<file path="src/design/wrpe_pkg.sv">
package wrpe_pkg;

    localparam int MAX_NODES  = 512;
    localparam int MAX_STEPS  = 3;
    localparam int COLS       = MAX_STEPS + 1;
    localparam int COL_W      = (COLS > 1) ? $clog2(COLS) : 1;
    localparam int LOG_CELLS  = 5;
    localparam int NUM_CELLS  = 1 << LOG_CELLS;
    localparam int CELL_DEPTH = (MAX_NODES + NUM_CELLS - 1) / NUM_CELLS;
    localparam int SLOT_W     = (CELL_DEPTH > 1) ? $clog2(CELL_DEPTH) : 1;
    localparam int TAG_W      = SLOT_W + LOG_CELLS;
    localparam int ADDR_W     = $clog2(MAX_NODES);
    localparam int TOTAL_W    = $clog2(MAX_NODES + 1);
    localparam int NODE_W     = 31;
    localparam int STEP_W     = 2;
    localparam int SEL_W      = 9;
    localparam int COUNT_W    = 11;
    localparam int SIZE_W     = 10;
    localparam int WALK_RESET = 100;

    typedef logic [NODE_W-1:0]    node_t;
    typedef logic [STEP_W-1:0]    step_t;
    typedef logic [SEL_W-1:0]     sel_t;
    typedef logic [COUNT_W-1:0]   count_t;
    typedef logic [SIZE_W-1:0]    size_t;
    typedef logic [ADDR_W-1:0]    addr_t;
    typedef logic [TOTAL_W-1:0]   total_t;
    typedef logic [SLOT_W-1:0]    slot_t;
    typedef logic [LOG_CELLS-1:0] cell_id_t;
    typedef logic [TAG_W-1:0]     tag_t;
    typedef logic [COL_W-1:0]     col_t;
    typedef logic [COLS-1:0][COUNT_W-1:0] count_row_t;

    typedef enum logic [1:0] {
        REQ_START = 2'd0,
        REQ_TOKEN = 2'd1,
        REQ_READ  = 2'd2
    } req_t;

    typedef enum logic [1:0] {
        STATUS_OK      = 2'd0,
        STATUS_FULL    = 2'd1,
        STATUS_INVALID = 2'd2
    } status_t;

    typedef enum logic [2:0] {
        ST_IDLE,
        ST_DISPATCH,
        ST_SEARCH,
        ST_FETCH,
        ST_UPDATE,
        ST_RESPOND
    } state_t;

    typedef struct packed {
        logic  valid;
        logic  last;
        slot_t slot;
        logic  found;
        tag_t  tag;
    } wave_t;

    typedef struct packed {
        logic     en;
        cell_id_t target;
        slot_t    slot;
        node_t    data;
    } cell_wr_t;

    typedef struct packed {
        logic       en;
        addr_t      addr;
        count_row_t data;
    } cnt_wr_t;

endpackage

</file>
<file path="src/design/wrpe_cell.sv">
module wrpe_cell (
    input  logic                clk,
    input  logic                rst_n,
    input  wrpe_pkg::cell_id_t  cell_id,
    input  wrpe_pkg::node_t     key,
    input  wrpe_pkg::total_t    limit,
    input  wrpe_pkg::wave_t     wave_in,
    output wrpe_pkg::wave_t     wave_out,
    input  wrpe_pkg::cell_wr_t  wr,
    input  wrpe_pkg::slot_t     rd_slot,
    output wrpe_pkg::node_t     rd_data
);

    wrpe_pkg::node_t ids_reg [wrpe_pkg::CELL_DEPTH];
    wrpe_pkg::wave_t wave_reg;
    wrpe_pkg::wave_t wave_next;
    wrpe_pkg::slot_t rd_addr;
    wrpe_pkg::tag_t  tag;
    logic            in_use;
    logic            match;

    // Row number of the entry under test is slot * NUM_CELLS + cell_id.
    always_comb
    begin
        rd_addr   = wave_in.valid ? wave_in.slot : rd_slot;
        tag       = {wave_in.slot, cell_id};
        in_use    = (wrpe_pkg::total_t'(tag) < limit);
        match     = wave_in.valid && in_use && (ids_reg[rd_addr] == key);
        wave_next = wave_in;
        if (match)
        begin
            wave_next.found = 1'b1;
            wave_next.tag   = tag;
        end
    end

    always_ff @(posedge clk or negedge rst_n)
    begin
        if (!rst_n)
        begin
            wave_reg <= '0;
        end
        else
        begin
            wave_reg <= wave_next;
        end
    end

    always_ff @(posedge clk)
    begin
        if (wr.en && (wr.target == cell_id))
        begin
            ids_reg[wr.slot] <= wr.data;
        end
    end

    assign wave_out = wave_reg;
    assign rd_data  = ids_reg[rd_addr];

endmodule

</file>
<file path="config.mk">
export PLATFORM = sky130hd
export DESIGN_NAME = wrpe_cell
export DESIGN_NICKNAME = d
export VERILOG_FILES = /design/src/design/wrpe_pkg.sv /design/src/design/wrpe_cell.sv
export SDC_FILE = /design/constraint.sdc
export NUM_CORES = 1
export LEC_CHECK = 0
export BUFFER_PORTS_ARGS = -buffer_cell sky130_fd_sc_hd__buf_2
export CORE_MARGIN = 2
export CORE_UTILIZATION = 28
export DETAILED_ROUTE_END_ITERATION = 16
export PLACE_DENSITY = 0.52
export REMOVE_ABC_BUFFERS = 1
export SYNTH_ARGS = -nofsm -noshare
export SYNTH_HDL_FRONTEND = slang
export SYNTH_SLANG_ARGS = --single-unit
</file>
<file path="constraint.sdc">
create_clock -name clk -period 4.3 [get_ports clk]
set_clock_uncertainty 0.1 [all_clocks]
set_input_delay 0.86 -clock clk [delete_from_list [all_inputs] [get_ports clk]]
set_output_delay 0.86 -clock clk [all_outputs]
set_load 0.01 [all_outputs]
</file>
* Word-level counts from Yosys, hierarchy flattened
Memory sizes are Yosys's and may differ from the RTL's.
Cells that the tools add are included.
** Word-level totals
- RAM bits :: 496
- Memories kept :: 1
- Register bits after elaboration :: 16
- Word-level logic and storage cells :: 16
- Output and inout bits :: 47
- Bits of input ports :: 109
** Cells by class
- Reductions and logical operators :: 3
- Mux-type cells :: 4
- Order comparisons :: 1
- Equality and inequality tests :: 2
** Memories
- ids_reg :: depth 16, bits a word 31, rd ports 1, clocked after Yosys merged registers in 0, write ports 1, RTL line wrpe_cell.sv:14 : wrpe_pkg::node_t ids_reg [wrpe_pkg::CELL_DEPTH];
** Operators with widths (count)
- 31-bit equality test :: 1
- 9-bit by 10-bit < comparator with 1-bit output :: 1
- 10-bit two-way mux :: 1
- 5-bit equality test :: 1
- 4-bit two-way mux :: 1
- 1-bit logical AND :: 3
- 1-bit two-way mux :: 2

* Logic depth before layout (Yosys ltp)
Gate-level depths: netlist (run 1).
An unclocked memory read counts as a cell.
- Depth in word-level cells :: 5
- Depth in mapped cells :: 14
- Gate-level depth less buffers :: 11

* Least setup slack after synthesis (run 1)
No wires, ideal clock.
- Path kind :: input -> register
- Start :: input port cell_id[1]
- End :: memory ids_reg[0][0] (netlist name), enable pin
- Arrival :: 3850 ps
- Setup time :: 458 ps
- Path buffers :: 0
- Required time :: 3742 ps
- Cell stages on the path :: 6
- Setup slack :: -108 ps
- Path through :: xor2_1 > nor4_1 > and3_1 > nor2b_1 > nand2b_1 > nor3_1
** On the way
- Longest elaborated chain between the ends :: 4
** Ends and longest elaborated chain
- from (decl) :: RTL line wrpe_cell.sv:4 : input wrpe_pkg::cell_id_t cell_id,
- 5-bit equality test :: RTL line wrpe_cell.sv:51 : if (wr.en && (wr.target == cell_id))
- 1-bit logical AND :: RTL line wrpe_cell.sv:51
- 1-bit two-way mux :: RTL line wrpe_cell.sv:51
- 1-bit two-way mux (implied by the code) :: RTL line wrpe_cell.sv:53 : ids_reg[wr.slot] <= wr.data;
- to (decl) :: RTL line wrpe_cell.sv:14
No other way between the ends.

==> results of run 1 <==
[report_power, final]
part           switching [µW]  internal (µW)
registers                3.79           5480
clock network            1890           2470
logic                     598            463
total                    2490           8410
[cells by family after synthesis]
kind of cell,count (synthesis),synth area share [%]
xor gates and xnor gates,42,1.80
and+or+nand+nor,230,5.09
buffers and inverters,61,1.41
DFF,512,74.7
adders and majority gates,8,0.489
muxes,153,12.6
AOI/OAI and AO/OA,111,3.96
[critical path: cells and delay by family]
family,cells,cell delay (ns)
mux,3,1.02
compound gates,1,0.23
xor+xnor,1,0.35
buf+inv,4,0.83
simple gates,4,1.22
[per-layer routing]
| layer | global-route usage (%) | routed length [µm] | up-vias |
|---|---|---|---|
| li1 | - | - | 5079 |
| met1 | 21.5 | 26300 | 6066 |
| met2 | 24.5 | 27100 | 392 |
| met3 | 3.69 | 4050 | 98 |
| met4 | 3.93 | 1360 | 8 |
| met5 | 0 | 51 | - |
[stage by stage]
step / cells / total power (µW)
CTS: 2409 / 11000
global route: 2409 / 11300
detailed placement: 2315 / 6660
finish: 2410 / 10900
global placement: 2315 / 6650
floorplan: 1066 / 6070
[how the worst max path moves through the flow]
stage / start / to / cells after the start
floorplan: wave_in[15] / wave_out[0]$_DFF_PN0_ / 9
global placement: wave_in[15] / wave_out[6]$_DFF_PN0_ / 15
detailed placement: wave_in[15] / wave_out[5]$_DFF_PN0_ / 13
CTS: wave_in[15] / wave_out[5]$_DFF_PN0_ / 15
global route: wave_in[15] / wave_out[8]$_DFF_PN0_ / 15
finish: wave_in[15] / wave_out[2]$_DFF_PN0_ / 13
[cell type report]
class | instances | area [µm²]
inverter | 10 | 37.5
clock buffer | 66 | 1400
clock inverter | 27 | 235
fill | 6848 | 47300
multi-input combinational | 544 | 5080
timing repair buffer | 291 | 2150
tap | 959 | 1200
antenna | 1 | 2.50
sequential | 512 | 15300
[cells in the final DEF (no fill, tap or decap), types with 4 or more instances in the layout]
master | Yosys | routed
clkinv_2 | 0 | 10
a21oi_1 | 14 | 14
and2_1 | 4 | 4
a31oi_1 | 4 | 4
nor2_1 | 23 | 11
dfrtp_1 | 16 | 16
nor2_4 | 0 | 12
and3_1 | 5 | 5
a22oi_1 | 40 | 40
nand2b_1 | 7 | 7
nand3_1 | 27 | 27
mux2_2 | 11 | 10
buf_4 | 2 | 108
inv_1 | 10 | 10
nand2_1 | 129 | 129
nand4_1 | 13 | 13
clkbuf_16 | 0 | 53
nor3_1 | 8 | 4
a32oi_1 | 11 | 11
buf_12 | 0 | 28
edfxtp_1 | 496 | 496
mux2i_1 | 59 | 55
clkbuf_1 | 24 | 11
buf_2 | 18 | 155
xnor2_1 | 17 | 17
mux4_2 | 82 | 82
nor3_2 | 0 | 4
ha_1 | 8 | 8
clkinv_1 | 0 | 11
xor2_1 | 25 | 25
o21ai_0 | 8 | 8
[what timing repair did]
item                                    CTS  global route
hold buffers                              0             0
setup buffers                             1             0
gates resized for setup                   0             2
pin swaps                                 0             1
endpoints found under the setup margin    1             9
==> metrics, run 1 <==
outcome complete, no violations; worst reg2reg path depth 9; first-pass GRT wire length 82,900 µm; CTS Buf Count 52; RePlAce Congestion 0.816; Sink Count 512; largest net degree at the start of global routing 32; GRT Total Usage 15.5%; Overflow after GRT 0; pre-CTS WS -0.592 ns; flops & latches, synth 512; max frequency 0.239 GHz; Site Rows 99; drt total wl 58,800 µm; Critical Path Source Type input port; Least-Margin Pin Slew about 0.72 ns; area of the die 75,300 µm²; CTS root buffer clkbuf_16; Hold Crit Class in2async; largest fanout on the critical path 25; Final ANT Viol Nets 0; # nets final ~1,500; Synth top area share 72.7%; Initial DRC Count 1,125; Pre-antenna DRT Iters 5; Max Cap Viol 0; Initial Util 28.2%; Ports 156; asr flop ratio synth 3.13%; Worst path max stage delay 0.54 ns; layout cell share with drive strength beyond 1 33.2%; most frequent cells after synthesis edfxtp_1, nand2_1, mux4_2, mux2i_1, a22oi_1; biggest area consumer among synthesized cells edfxtp_1; Die Wd 274 µm; worst setup margin 0.117 ns; RSZ-0062 raised after global routing false; WS Path Type in2reg; unique cell type count in the Yosys netlist 56; Util after Layout 34.9%; number of H-tree levels 2; crit share post-route between 90% and 100%; critical path's slowest cell or4_1; Core Box Area 72,700 µm²; min cycle time layout 4.18 ns; Primary FF master, synth edfxtp_1; Area Growth Syn to Fin 24.0%; final setup fails 0; most frequent cell after synthesis edfxtp_1; RR Startpoint ids_reg[11][5]$_DFFE_PP_; Clock Tree Buf Depth 3; crit-path cells buf_2 -> buf_4 -> mux2_4 -> buf_12 -> mux4_2 -> a22oi_1 -> nand2_1 -> xnor2_1 -> nand2_1 -> or4_1 -> nor4_4 -> buf_12 -> mux2_2; Ys Warns 0; PD cells 429 nW/µm²; Reg2Reg Setup Slack 0.87 ns; placed cell areas 23,700 µm²; clk_lat worst skew 0.62 ns; vias per cell 4.83; setup tns final 0 ns; TritonCTS clock tree done; Reg clk slew, reported paths 0.06 ns; critical path required time 4.68 ns; Syn Area/Cell 18.3 µm²; initial antenna violation count 7; Largest register FFs 496; via count ~12,000; cell area after synthesis 20,500 µm²; Max Slew Vio Count 0; sequential cell area fraction in the yosys report 74.7%; Worst Path Arrival 4.57 ns; Hold Fails Final Rpt 0; number of synthesized flops with an enable pin 496; # DRC 0; Min Hold Slack 0.0616 ns; worst reg2reg path endpoint wave_out[2]$_DFF_PN0_; worst vdd ir roughly 350 µV; Die H 274 µm; Slew headroom 51.8%; P_leak 0.00874 µW; HPWL Detailed 35,600 µm; wire per inst 24.4 µm; instance count of the mapped netlist approximately 1,100; Synth area leaders edfxtp_1, mux4_2, mux2i_1; vias in the first global route 11,600; crit path capture type flip-flop; post-route cell area 25,400 µm²; number of port buffers ~160
Power figures use the tool's default switching activity.
==> run 2: changes to the inputs <==
--- a/config.mk
+++ b/config.mk
@@ -6,7 +6,6 @@
 export NUM_CORES = 1
 export LEC_CHECK = 0
 export BUFFER_PORTS_ARGS = -buffer_cell sky130_fd_sc_hd__buf_2
-export CORE_MARGIN = 2
 export CORE_UTILIZATION = 28
 export DETAILED_ROUTE_END_ITERATION = 16
 export PLACE_DENSITY = 0.52
==> constraint.sdc (replaced) <==
create_clock -name clk -period 4.63 [get_ports clk]
set_clock_uncertainty 0.1 [all_clocks]
set_input_delay 0.926 -clock clk [delete_from_list [all_inputs] [get_ports clk]]
set_output_delay 0.926 -clock clk [all_outputs]
set_load 0.01 [all_outputs]
==> run 2 against run 1 <==
Against the previous run: wire length down 1.2%; count of clock-buffer cells in the layout shrank 6; via count shrank 1.9%; die area is 1.5% lower; combinational power decreased by 11%; register-to-register slack improved by 0.24 ns; final area is 0.40% lower; global-route usage is 0.11 points higher; first-iteration DRC count down 18%; largest cell class unchanged; final cell count shrank 1.4%.
==> metrics, run 2 (synthesis gave the netlist of run 1 again) <==
# nets final around 1,500; max frequency 0.228 GHz; Final ANT Viol Nets 0; RePlAce Congestion around 0.79; Initial DRC Count 924; Max Cap Viol 0; met2 Use GR 25.6%; Sink Count 512; Worst Path Arrival 3.36 ns; via count between 10,000 and 15,000; Max Slew Vio Count 0; Area Growth Syn to Fin 23.5%; worst reg2reg path depth 10; vias in the first global route about 12,000; Pre-antenna DRT Iters 5; Reg clk slew, reported paths 0.07 ns; P_leak 0.00867 µW; pre-CTS WS -0.321 ns; drt total wl ~58,000 µm; RSZ-0062 raised after global routing false; TritonCTS clock tree done; Die Wd 272 µm; GRT Total Usage ~16%; outcome complete, no violations; area of the die 74,200 µm²; PD cells 417 nW/µm²; hold_buf cts 0; WS Path Type in2out; Core Box Area 72,000 µm²; Util after Layout 35.1%; layout cell share with drive strength beyond 1 between 30 and 40%; largest fanout on the critical path 30; number of H-tree levels 2; Hold Crit Class in2async; wire per inst between 20 and 25 µm; post-route cell area ~25,000 µm²; setup bufs post-CTS 0; crit share post-route 94.7%; HPWL Detailed between 30,000 and 40,000 µm; post-layout power 10,500 µW; # DRC 0; crit path capture type output pin; GR Util met3 2.93%; commonest cells after routing, fill and taps aside edfxtp_1, buf_2, nand2_1; Die H around 270 µm; Critical Path Source Type input port; vias per cell 4.80; initial antenna violation count 6; M1 GR Usage 21.5%; final setup fails 0; most common cell after layout, fill and taps aside edfxtp_1; first-pass GRT wire length 83,500 µm; Ports around 160; setup tns final 0 ns; Clock Tree Buf Depth 3; Least-Margin Pin Slew 0.774 ns; Overflow after GRT 0; grt peak-use layer met2; clk_lat worst skew ~0.63 ns; Hold Fails Final Rpt 0; Site Rows 98; number of port buffers 155; CTS resizes 0; CTS root buffer clkbuf_16; largest net degree at the start of global routing 32; min cycle time layout ~4.4 ns; Initial Util roughly 28%; Slew headroom roughly 48%; Largest register FFs 496; CTS Buf Count 53; worst vdd ir 250 µV; critical path required time 3.60 ns; worst setup margin 0.247 ns; placed cell areas 23,500 µm²
-- run 2: cell count changes in the layout (fill, tap and decap cells not counted), moves of 2 or more --
cell        delta
buf_4         -22
bufinv_16      +7
buf_12         -6
clkbuf_1       -4
clkinv_2       -3
clkinvlp_4     +3
inv_6          +3
clkbuf_8       -2
-- run 2: stage by stage --
step | hold WS (ns) | instances
finish | 0.111 | 2377
global route | 0.121 | 2376
CTS | 0.0901 | 2376
detailed placement | 0.756 | 2279
global placement | 0.750 | 2279
floorplan | 0.530 | 1066
-- run 2: worst max-delay path, cell delays in order --
cell and delay [ns]:
buf_2 0.16, buf_12 0.13, mux2i_4 0.37, buf_4 0.46
mux4_2 0.59, and2_1 0.18, a311oi_1 0.26, a21oi_1 0.10
buf_2 0.16
-- run 2: path summary, 6_finish.rpt --
kind                                               start                      to  slack, ns
worst max-delay path                         wave_in[15]             rd_data[24]       0.25
min in group clk                             wave_in[14]  wave_out[14]$_DFF_PN0_       0.33
max in group asynchronous                          rst_n   wave_out[4]$_DFF_PN0_       4.02
worst min-delay path                               rst_n   wave_out[9]$_DFF_PN0_       0.11
worst max register to register  ids_reg[14][7]$_DFFE_PP_   wave_out[1]$_DFF_PN0_       1.11
worst min register to register  ids_reg[4][26]$_DFFE_PP_   wave_out[8]$_DFF_PN0_       1.34
-- run 2: report_power, final --
part           leakage (µW)  switching (µW)  internal [µW]  total [µW]
combinational       0.00314             543            399         941
sequential          0.00464            3.71           5090        5100
clock              0.000885            1830           2670        4500
total               0.00867            2370           8160       10500
-- run 2: routing by layer --
layer / vias to the layer above / wire length (µm)
li1: 5031 / -
met1: 5937 / 26100
met2: 375 / 27700
met3: 74 / 3390
met4: 4 / 940
met5: - / 26
-- run 2: area by class of cell --
cell class	instances	area (µm²)
fillers	6785	46700
diodes	1	2.50
multi-input cells	544	5070
repair buffers	263	1860
clock buffers	60	1350
inverters	10	37.5
flip-flops and latches	512	15300
well taps	950	1190
clock inverters	37	488
